### src/spjs_pkg.sv
`timescale 1ns / 1ps
// shared types and constants for the slack priority job scheduler
package spjs_pkg;

  localparam int QDEPTH = 32;
  localparam int AW     = $clog2(QDEPTH);
  localparam int CW     = $clog2(QDEPTH + 1);
  localparam int IW     = 16;
  localparam int TW     = 32;
  localparam int KW     = TW + 1;

  typedef struct packed {
    logic [TW-1:0] arrival_time;
    logic [TW-1:0] deadline;
    logic          is_last;
  } job_req_t;

  typedef struct packed {
    logic [IW-1:0] job_index;
    logic [TW-1:0] start_time;
    logic          dropped;
    logic          last_of_run;
  } job_res_t;

  // one waiting job: signed slack key and running index
  typedef struct packed {
    logic [KW-1:0] key;
    logic [IW-1:0] idx;
  } entry_t;

  // scan control from the sequencer to the selection unit
  typedef struct packed {
    logic          vld;
    logic          first;
    logic [AW-1:0] pos;
  } sel_ctrl_t;

  typedef enum logic [2:0] {
    ST_IDLE,
    ST_PRE,
    ST_SCAN,
    ST_WB,
    ST_STORE,
    ST_DRAIN,
    ST_FINISH
  } state_e;

endpackage

### src/slack_priority_job_scheduler_unit.sv
`timescale 1ns / 1ps
// top level: sequencer, queue state and result path of the job scheduler
//
// A job request (arrival time, deadline, last flag) is taken at a clock edge
// where start is high and busy is low. Each job gets a running index and a
// slack key of deadline minus arrival. Before the job is queued, waiting jobs
// are started one per time unit while the arrival lies later than the current
// time; each start picks the largest slack, ties to the larger index. A job
// that finds all 32 slots taken is reported as dropped. A request flagged as
// last drains the whole queue and then returns time and index to zero.
// Results appear on res_o for exactly one cycle with res_valid_o high; the
// final result of a request carries last_of_run. The receiver cannot stall.
// The queue memory is scanned one read a cycle through one shared compare unit,
// so each started job takes longer the more jobs are waiting; busy stays high
// until the request is done, and a new request is taken only after that. A
// result is held until the next one is made or the request ends, and appears
// in the cycle after that. Reset empties the queue and clears time and index;
// the memory contents need no clearing.
module slack_priority_job_scheduler_unit
  import spjs_pkg::*;
(
  input  logic     clk_i,
  input  logic     rst_ni,
  input  logic     start,
  output logic     busy,
  input  job_req_t req_i,
  output logic     res_valid_o,
  output job_res_t res_o
);

  state_e        state_q, state_d;
  job_req_t      req_q, req_d;
  logic [CW-1:0] count_q, count_d;
  logic [TW-1:0] cur_time_q, cur_time_d;
  logic [IW-1:0] next_idx_q, next_idx_d;
  logic          drain_q, drain_d;
  logic [CW-1:0] scan_q, scan_d;
  logic          rd_vld_q;
  logic [AW-1:0] rd_pos_q;
  logic          pend_vld_q, pend_vld_d;
  job_res_t      pend_q, pend_d;
  logic          out_vld_q, out_vld_d;
  job_res_t      out_q, out_d;

  logic          rd_en;
  logic          scan_done;
  logic          wr_en;
  logic [AW-1:0] wr_addr;
  entry_t        wr_data;
  entry_t        rd_data;
  sel_ctrl_t     sel_ctrl;
  logic [AW-1:0] best_pos;
  logic [IW-1:0] best_idx;
  logic          emit;
  job_res_t      emit_res;
  logic [KW-1:0] new_key;

  // queue memory and compare unit
  spjs_mem u_mem (
    .clk_i     (clk_i),
    .wr_en_i   (wr_en),
    .wr_addr_i (wr_addr),
    .wr_data_i (wr_data),
    .rd_en_i   (rd_en),
    .rd_addr_i (scan_q[AW-1:0]),
    .rd_data_o (rd_data)
  );

  assign sel_ctrl.vld   = rd_vld_q;
  assign sel_ctrl.first = (rd_pos_q == '0);
  assign sel_ctrl.pos   = rd_pos_q;

  spjs_sel u_sel (
    .clk_i      (clk_i),
    .rst_ni     (rst_ni),
    .ctrl_i     (sel_ctrl),
    .data_i     (rd_data),
    .best_pos_o (best_pos),
    .best_idx_o (best_idx)
  );

  // scan issue and completion
  assign rd_en     = (state_q == ST_SCAN) && (scan_q < count_q);
  assign scan_done = rd_vld_q && (CW'(rd_pos_q) == count_q - CW'(1));
  assign new_key   = {1'b0, req_q.deadline} - {1'b0, req_q.arrival_time};

  // sequencer: next state, queue state and result generation
  always_comb begin
    state_d    = state_q;
    req_d      = req_q;
    count_d    = count_q;
    cur_time_d = cur_time_q;
    next_idx_d = next_idx_q;
    drain_d    = drain_q;
    scan_d     = scan_q;
    wr_en      = 1'b0;
    wr_addr    = best_pos;
    wr_data    = rd_data;
    emit       = 1'b0;
    emit_res   = '0;
    out_vld_d  = 1'b0;
    out_d      = out_q;
    pend_vld_d = pend_vld_q;
    pend_d     = pend_q;

    case (state_q)
      ST_IDLE: begin
        if (start) begin
          req_d   = req_i;
          drain_d = 1'b0;
          state_d = ST_PRE;
        end
      end
      ST_PRE: begin
        if ((count_q != '0) && (req_q.arrival_time > cur_time_q)) begin
          scan_d  = '0;
          state_d = ST_SCAN;
        end else begin
          state_d = ST_STORE;
        end
      end
      ST_SCAN: begin
        if (rd_en) begin
          scan_d = scan_q + CW'(1);
        end
        if (scan_done) begin
          state_d = ST_WB;
        end
      end
      ST_WB: begin
        // move the last entry into the freed slot and start the best job
        wr_en              = 1'b1;
        emit               = 1'b1;
        emit_res.job_index  = best_idx;
        emit_res.start_time = cur_time_q;
        cur_time_d         = cur_time_q + TW'(1);
        count_d            = count_q - CW'(1);
        state_d            = drain_q ? ST_DRAIN : ST_PRE;
      end
      ST_STORE: begin
        cur_time_d = req_q.arrival_time;
        next_idx_d = next_idx_q + IW'(1);
        if (count_q == CW'(QDEPTH)) begin
          emit               = 1'b1;
          emit_res.job_index = next_idx_q;
          emit_res.dropped   = 1'b1;
        end else begin
          wr_en        = 1'b1;
          wr_addr      = count_q[AW-1:0];
          wr_data.key  = new_key;
          wr_data.idx  = next_idx_q;
          count_d      = count_q + CW'(1);
        end
        if (req_q.is_last) begin
          drain_d = 1'b1;
          state_d = ST_DRAIN;
        end else begin
          state_d = ST_FINISH;
        end
      end
      ST_DRAIN: begin
        if (count_q != '0) begin
          scan_d  = '0;
          state_d = ST_SCAN;
        end else begin
          cur_time_d = '0;
          next_idx_d = '0;
          state_d    = ST_FINISH;
        end
      end
      ST_FINISH: begin
        // the held result is the last one of this request
        if (pend_vld_q) begin
          out_vld_d         = 1'b1;
          out_d             = pend_q;
          out_d.last_of_run = 1'b1;
          pend_vld_d        = 1'b0;
        end
        state_d = ST_IDLE;
      end
      default: begin
        state_d = ST_IDLE;
      end
    endcase

    // hold each new result until the next one shows it was not the last
    if (emit) begin
      if (pend_vld_q) begin
        out_vld_d = 1'b1;
        out_d     = pend_q;
      end
      pend_vld_d = 1'b1;
      pend_d     = emit_res;
    end
  end

  // control registers
  always_ff @(posedge clk_i or negedge rst_ni) begin
    if (!rst_ni) begin
      state_q    <= ST_IDLE;
      count_q    <= '0;
      cur_time_q <= '0;
      next_idx_q <= '0;
      drain_q    <= 1'b0;
      scan_q     <= '0;
      rd_vld_q   <= 1'b0;
      rd_pos_q   <= '0;
      pend_vld_q <= 1'b0;
      out_vld_q  <= 1'b0;
    end else begin
      state_q    <= state_d;
      count_q    <= count_d;
      cur_time_q <= cur_time_d;
      next_idx_q <= next_idx_d;
      drain_q    <= drain_d;
      scan_q     <= scan_d;
      rd_vld_q   <= rd_en;
      rd_pos_q   <= scan_q[AW-1:0];
      pend_vld_q <= pend_vld_d;
      out_vld_q  <= out_vld_d;
    end
  end

  // payload registers
  always_ff @(posedge clk_i) begin
    req_q  <= req_d;
    pend_q <= pend_d;
    out_q  <= out_d;
  end

  assign busy        = (state_q != ST_IDLE);
  assign res_valid_o = out_vld_q;
  assign res_o       = out_q;

  // a taken request keeps the block busy in the next cycle
  a_busy_after_start: assert property (@(posedge clk_i) disable iff (!rst_ni)
    start && !busy |=> busy)
    else $error("busy not raised after request");

  // results only follow work done while busy
  a_res_from_busy: assert property (@(posedge clk_i) disable iff (!rst_ni)
    res_valid_o |-> $past(busy))
    else $error("result while idle");

  // queue fill never passes its depth
  a_count_bound: assert property (@(posedge clk_i) disable iff (!rst_ni)
    count_q <= CW'(QDEPTH))
    else $error("queue count out of range");

  // a dropped job never carries a start time
  a_drop_time: assert property (@(posedge clk_i) disable iff (!rst_ni)
    res_valid_o && res_o.dropped |-> res_o.start_time == '0)
    else $error("dropped job with start time");

  // nothing is held over once the block is idle
  a_idle_empty: assert property (@(posedge clk_i) disable iff (!rst_ni)
    !busy |-> !pend_vld_q)
    else $error("pending result while idle");

endmodule

### src/spjs_mem.sv
`timescale 1ns / 1ps
// waiting-job memory: one write port, one registered read port
module spjs_mem
  import spjs_pkg::*;
(
  input  logic          clk_i,
  input  logic          wr_en_i,
  input  logic [AW-1:0] wr_addr_i,
  input  entry_t        wr_data_i,
  input  logic          rd_en_i,
  input  logic [AW-1:0] rd_addr_i,
  output entry_t        rd_data_o
);

  entry_t mem_q [QDEPTH];
  entry_t rd_data_q;

  // write port
  always_ff @(posedge clk_i) begin
    if (wr_en_i) begin
      mem_q[wr_addr_i] <= wr_data_i;
    end
  end

  // registered read, holds its value when idle
  always_ff @(posedge clk_i) begin
    if (rd_en_i) begin
      rd_data_q <= mem_q[rd_addr_i];
    end
  end

  assign rd_data_o = rd_data_q;

endmodule

### src/spjs_sel.sv
`timescale 1ns / 1ps
// shared compare unit: keeps the best entry seen during a scan
module spjs_sel
  import spjs_pkg::*;
(
  input  logic          clk_i,
  input  logic          rst_ni,
  input  sel_ctrl_t     ctrl_i,
  input  entry_t        data_i,
  output logic [AW-1:0] best_pos_o,
  output logic [IW-1:0] best_idx_o
);

  logic [KW-1:0] best_key_q, best_key_d;
  logic [IW-1:0] best_idx_q, best_idx_d;
  logic [AW-1:0] best_pos_q, best_pos_d;
  logic          key_gt, key_eq, take;

  // larger slack wins, ties go to the larger index
  always_comb begin
    key_gt     = $signed(data_i.key) > $signed(best_key_q);
    key_eq     = data_i.key == best_key_q;
    take       = ctrl_i.vld && (ctrl_i.first || key_gt || (key_eq && data_i.idx > best_idx_q));
    best_key_d = take ? data_i.key : best_key_q;
    best_idx_d = take ? data_i.idx : best_idx_q;
    best_pos_d = take ? ctrl_i.pos : best_pos_q;
  end

  always_ff @(posedge clk_i or negedge rst_ni) begin
    if (!rst_ni) begin
      best_pos_q <= '0;
    end else begin
      best_pos_q <= best_pos_d;
    end
  end

  always_ff @(posedge clk_i) begin
    best_key_q <= best_key_d;
    best_idx_q <= best_idx_d;
  end

  assign best_pos_o = best_pos_q;
  assign best_idx_o = best_idx_q;

endmodule

### config.mk
export PLATFORM = sky130hd
export DESIGN_NAME = slack_priority_job_scheduler_unit
export DESIGN_NICKNAME = d
export VERILOG_FILES = /design/src/spjs_pkg.sv /design/src/slack_priority_job_scheduler_unit.sv /design/src/spjs_mem.sv /design/src/spjs_sel.sv
export SDC_FILE = /design/constraint.sdc
export NUM_CORES = 2
export LEC_CHECK = 0
export BUFFER_PORTS_ARGS = -buffer_cell sky130_fd_sc_hd__buf_4
export CELL_PAD_IN_SITES_DETAIL_PLACEMENT = 1
export CELL_PAD_IN_SITES_GLOBAL_PLACEMENT = 1
export CORE_UTILIZATION = 39
export CTS_BUF_LIST = sky130_fd_sc_hd__clkbuf_8
export CTS_CLUSTER_DIAMETER = 60
export DETAILED_ROUTE_END_ITERATION = 8
export PLACE_DENSITY_LB_ADDON = 0.1
export RECOVER_POWER = 50
export SLEW_MARGIN = 40
export SYNTH_ARGS = -nofsm -noshare
export SYNTH_HDL_FRONTEND = slang
export SYNTH_SLANG_ARGS = --single-unit
### constraint.sdc
create_clock -name clk_i -period 9.45 [get_ports clk_i]
set_input_delay 1.4175 -clock clk_i [delete_from_list [all_inputs] [get_ports clk_i]]
set_output_delay 1.4175 -clock clk_i [all_outputs]
set_load 0.005 [all_outputs]
==> flow_summary_export.csv <==
group,metric,value,unit
detailed_routing,first_iter_violations,3292,
clock_network,clk-insertion-delay-late,1040,ps
critical_path,timing.reg2reg.setup_slack,2640,ps
critical_path,crit_path_max_fanout,43,
global_routing,global_route.overflow_total,0,
pwr,power_switching,9340,uW
yosys,ffs_latches_synth,1907,
pwr,power.static_leakage,0.0290,uW
critical_path,critical_path.reg2reg.endpoint,"u_mem.mem_q[3][38]",
critical_path,cp-start-kind,"register",
timing,final.setup.worst_slack,2640,ps
timing,final_max_slew_viol_count,1324,
layout,finalNetCount,4503,
yosys,netlist-cell-type-count,77,
die,fp.dieH,446,um
timing,clock.fmax,0.147,GHz
timing,finalHoldViolations,0,
clock_network,cts_tree,"built",
global_routing,grt_start_max_net_pins,110,
critical_path,worstRegToRegCells,10,
critical_path,crit_required,10080,ps
min_path,hold_path_startpoint,"u_mem.rd_data_o[43]",
timing,final_min_period_over_clock_period,0.721,
clock_network,cts-htree-levels,5,
yosys,ys_async_rst_share,0.0404,
clock_network,path_clk_slew,60,ps
timing,setup_repair_after_global_routing_missed_its_margin,"no",
global_routing,global_route_wire_length_before_repair,301000,um
die,io_pins,120,
outcome,outcome,"finished, violations left",
detailed_routing,drc_markers,0,
placed_design,globalplace.congestion,0.795,
yosys,synth-seq-area-share,0.739,
detailed_routing,drt-total-wl,209000,um
yosys,postSynthCellCount,3890,
yosys,synth_edf_count,1830,
yosys,average_footprint_of_a_synthesized_cell,19.8,um^2
critical_path,worst_reg2reg_path_startpoint,"state_q[1]",
detailed_routing,vias_per_cell,5.51,
outcome,failing_checks,"capacitance limit, slew limit",
layout,area_growth_syn_to_layout,14.5,%
timing,finalSetupViolCount,0,
clock_network,cts_post_setup_buffers_inserted,0,
placed_design,placed_area,82300,um^2
placed_design,dp.final_hpwl,128000,um
critical_path,timing_worst_setup_path_type,"register to register",
placed_design,detailedPlace.worstSlack,4260,ps
detailed_routing,final_antenna_net_count,0,
critical_path,arrival,7440,ps
die,std_cell_rows,162,
detailed_routing,wl_per_cell,29.1,um
timing,final_period_minus_worst_setup_slack,6810,ps
global_routing,via_count_of_the_first_global_routing_pass,41200,
yosys,yosysWarningCount,0,
pwr,finalPower,27700,uW
clock_network,ctsResizeCount,0,
global_routing,grt_use_total,0.211,
clock_network,clk_path_buf_depth,4,
layout,final_layout_size_suffix_gt1_frac,0.260,
clock_network,number_of_buffers_added_by_the_clock_tree_synthesis_step,344,
die,floorplan.initialDensity,0.394,
timing,worst_slew_margin_relative_to_its_limit,-1.76,
clock_network,cts_root_buf,"sky130_fd_sc_hd__clkbuf_8",
min_path,min_path_type,"register to register",
pwr,proportion_of_power_drawn_by_flip_flops_and_latches,0.439,
layout,final_design_area_no_fill,88100,um^2
pwr,worst_ir_drop_vdd,0.193,mV
pwr,power.density,314,nW/um^2
yosys,yosys.cell_count.top_type,"sky130_fd_sc_hd__edfxtp_1",
min_path,hold-path-cell-count,0,
layout,layout.area.seq,56900,um^2
timing,worst-slew-pin-transition,4140,ps
yosys,mappedNetlistArea,77000,um^2
yosys,synth.area.top_cells,"sky130_fd_sc_hd__edfxtp_1 71%, sky130_fd_sc_hd__mux4_2 14%, sky130_fd_sc_hd__dfrtp_1 2.5%, sky130_fd_sc_hd__ha_1 2.0%, sky130_fd_sc_hd__nor2_1 0.96%",
layout,post_layout_nonfiller_instances,7189,
yosys,synth_largest_area_cell,"sky130_fd_sc_hd__edfxtp_1",
placed_design,port-buffer-count,119,
yosys,synth_top_cell_area_share,0.714,
pwr,comb_power_share,0.302,
detailed_routing,firstDrtPassIters,5,
global_routing,number_of_antenna_violations_at_the_first_check_in_global_routing,18,
yosys,synth_common_cells,"1830 x sky130_fd_sc_hd__edfxtp_1, 490 x sky130_fd_sc_hd__mux4_2, 197 x sky130_fd_sc_hd__nor2_1, 159 x sky130_fd_sc_hd__nand2_1, 133 x sky130_fd_sc_hd__inv_1",
critical_path,crit_path_end_kind,"register",
die,floorplan.die.width,446,um
clock_network,tritoncts_num_sinks,1907,
pwr,power_frac_clock,0.259,
timing,final.setup.tns,0,ps
yosys,mappedNetlistNets,4082,
layout,fillerInstances,18300,
pwr,switching_share,0.337,
die,die_area,199000,um^2
pwr,internal_power,18400,uW
detailed_routing,detailroute.via_count,39600,
timing,skew,40.9,ps
placed_design,post-place-cells,6581,
clock_network,cts.hold.buffers_added,0,
flow_run,drv.max_cap_violation_count,34,
min_path,holdPathEnd,"u_sel.best_key_q[27]",
die,core-area,196000,um^2
layout,multiInputGateArea,19200,um^2
yosys,synth-main-ff-cell,"sky130_fd_sc_hd__edfxtp_1",
## layout make-up
type                       instances  share of cell area
timing repair buffer             250              0.0230
multi-input combinational       1674               0.218
clock inverter                   238              0.0149
antenna                            8            0.000227
tap                             2624              0.0373
clock buffer                     354              0.0553
sequential                      1907               0.645
inverter                         134             0.00571
## power by group through the flow
stage	combinational [uW]	sequential (uW)	clock (uW)
finish	8360	12200	7170
CTS	8630	12100	7410
global placement	8320	12300	0
global route	9030	12200	7740
floorplan	4980	12000	0
detailed placement	8600	12300	0
## placed cells by master, fill, tap and decap left out, types with 13 or more instances in the layout
master and instances:
sky130_fd_sc_hd__and3_1 19, sky130_fd_sc_hd__o31ai_1 15, sky130_fd_sc_hd__mux2_2 40, sky130_fd_sc_hd__buf_6 15
sky130_fd_sc_hd__nand2_1 157, sky130_fd_sc_hd__a21o_1 29, sky130_fd_sc_hd__clkbuf_4 83, sky130_fd_sc_hd__a211oi_1 14
sky130_fd_sc_hd__o21ai_0 117, sky130_fd_sc_hd__edfxtp_1 1830, sky130_fd_sc_hd__xnor2_1 21, sky130_fd_sc_hd__nand3_1 29
sky130_fd_sc_hd__dfrtp_1 74, sky130_fd_sc_hd__buf_4 54, sky130_fd_sc_hd__xor2_1 26, sky130_fd_sc_hd__nor2_4 25
sky130_fd_sc_hd__mux4_2 490, sky130_fd_sc_hd__inv_1 240, sky130_fd_sc_hd__clkbuf_1 69, sky130_fd_sc_hd__nand4_1 26
sky130_fd_sc_hd__nor3_1 28, sky130_fd_sc_hd__a21oi_1 103, sky130_fd_sc_hd__clkbuf_8 354, sky130_fd_sc_hd__clkinv_2 31
sky130_fd_sc_hd__a31oi_1 16, sky130_fd_sc_hd__bufinv_16 13, sky130_fd_sc_hd__ha_1 123, sky130_fd_sc_hd__mux2i_1 53
sky130_fd_sc_hd__clkinv_1 77, sky130_fd_sc_hd__nor2_1 169
## per-layer routing
| layer | share of wire | global-route usage | vias to the layer above |
|---|---|---|---|
| met5 | 0.000062 | 0 | - |
| met4 | 0.017 | 0.0520 | 2 |
| met3 | 0.059 | 0.0407 | 261 |
| met2 | 0.45 | 0.317 | 1167 |
| met1 | 0.47 | 0.316 | 21400 |
| li1 | - | - | 16800 |
## flip-flops by register name, summed over array words and instances (netlist names), named ones only
name,count
pend_q,49
u_mem.mem_q,1568
state_q,3
u_sel.best_idx_o,16
res_valid_o,1
req_q,65
cur_time_q,32
u_mem.rd_data_o,49
drain_q,1
scan_q,6
u_sel.best_key_q,33
pend_vld_q,1
next_idx_q,16
rd_vld_q,1
rd_pos_q,5
u_sel.best_pos_o,5
count_q,6
## logic make-up after synthesis
kind of cell | synth area share
flip-flops | 0.739
multiplexers | 0.158
AND/OR/NAND/NOR | 0.0307
AO/OA/AOI/OAI | 0.0314
buffers and inverters | 0.0157
adder cells (fa/ha/maj) | 0.0203
XOR/XNOR | 0.00535
## critical path, stage by stage (launching register included)
cell and delay, ps:
sky130_fd_sc_hd__dfrtp_1 530, sky130_fd_sc_hd__nand2b_1 220, sky130_fd_sc_hd__buf_4 260, sky130_fd_sc_hd__nor2_2 120, sky130_fd_sc_hd__clkbuf_1 1530, sky130_fd_sc_hd__and2_2 370, sky130_fd_sc_hd__clkbuf_1 1300, sky130_fd_sc_hd__a32oi_1 110
sky130_fd_sc_hd__clkbuf_1 550, sky130_fd_sc_hd__nor2_1 760, sky130_fd_sc_hd__buf_6 560
## how the worst max path moves through the flow
stage / slack [ps] / end / depth (start not counted) / startpoint
3_3_place_gp: 4260 / u_mem.mem_q[14][39] / 9 / state_q[1]
3_5_place_dp: 4260 / u_mem.mem_q[13][10] / 9 / state_q[1]
4_1_cts: 4200 / u_mem.mem_q[13][12] / 9 / state_q[1]
2_1_floorplan: 4600 / u_mem.mem_q[23][0] / 10 / count_q[0]
5_1_grt: 2100 / register / 10 / count_q[1]
6_report: 2640 / u_mem.mem_q[3][38] / 10 / state_q[1]
## through the flow
step | hold WS, ps | util
2_1_floorplan | 375 | -
3_3_place_gp | 485 | 0.418
3_5_place_dp | 487 | 0.421
4_1_cts | 245 | 0.452
5_1_grt | 503 | 0.451
6_report | 505 | 0.451
Power figures use the tool's default switching activity.
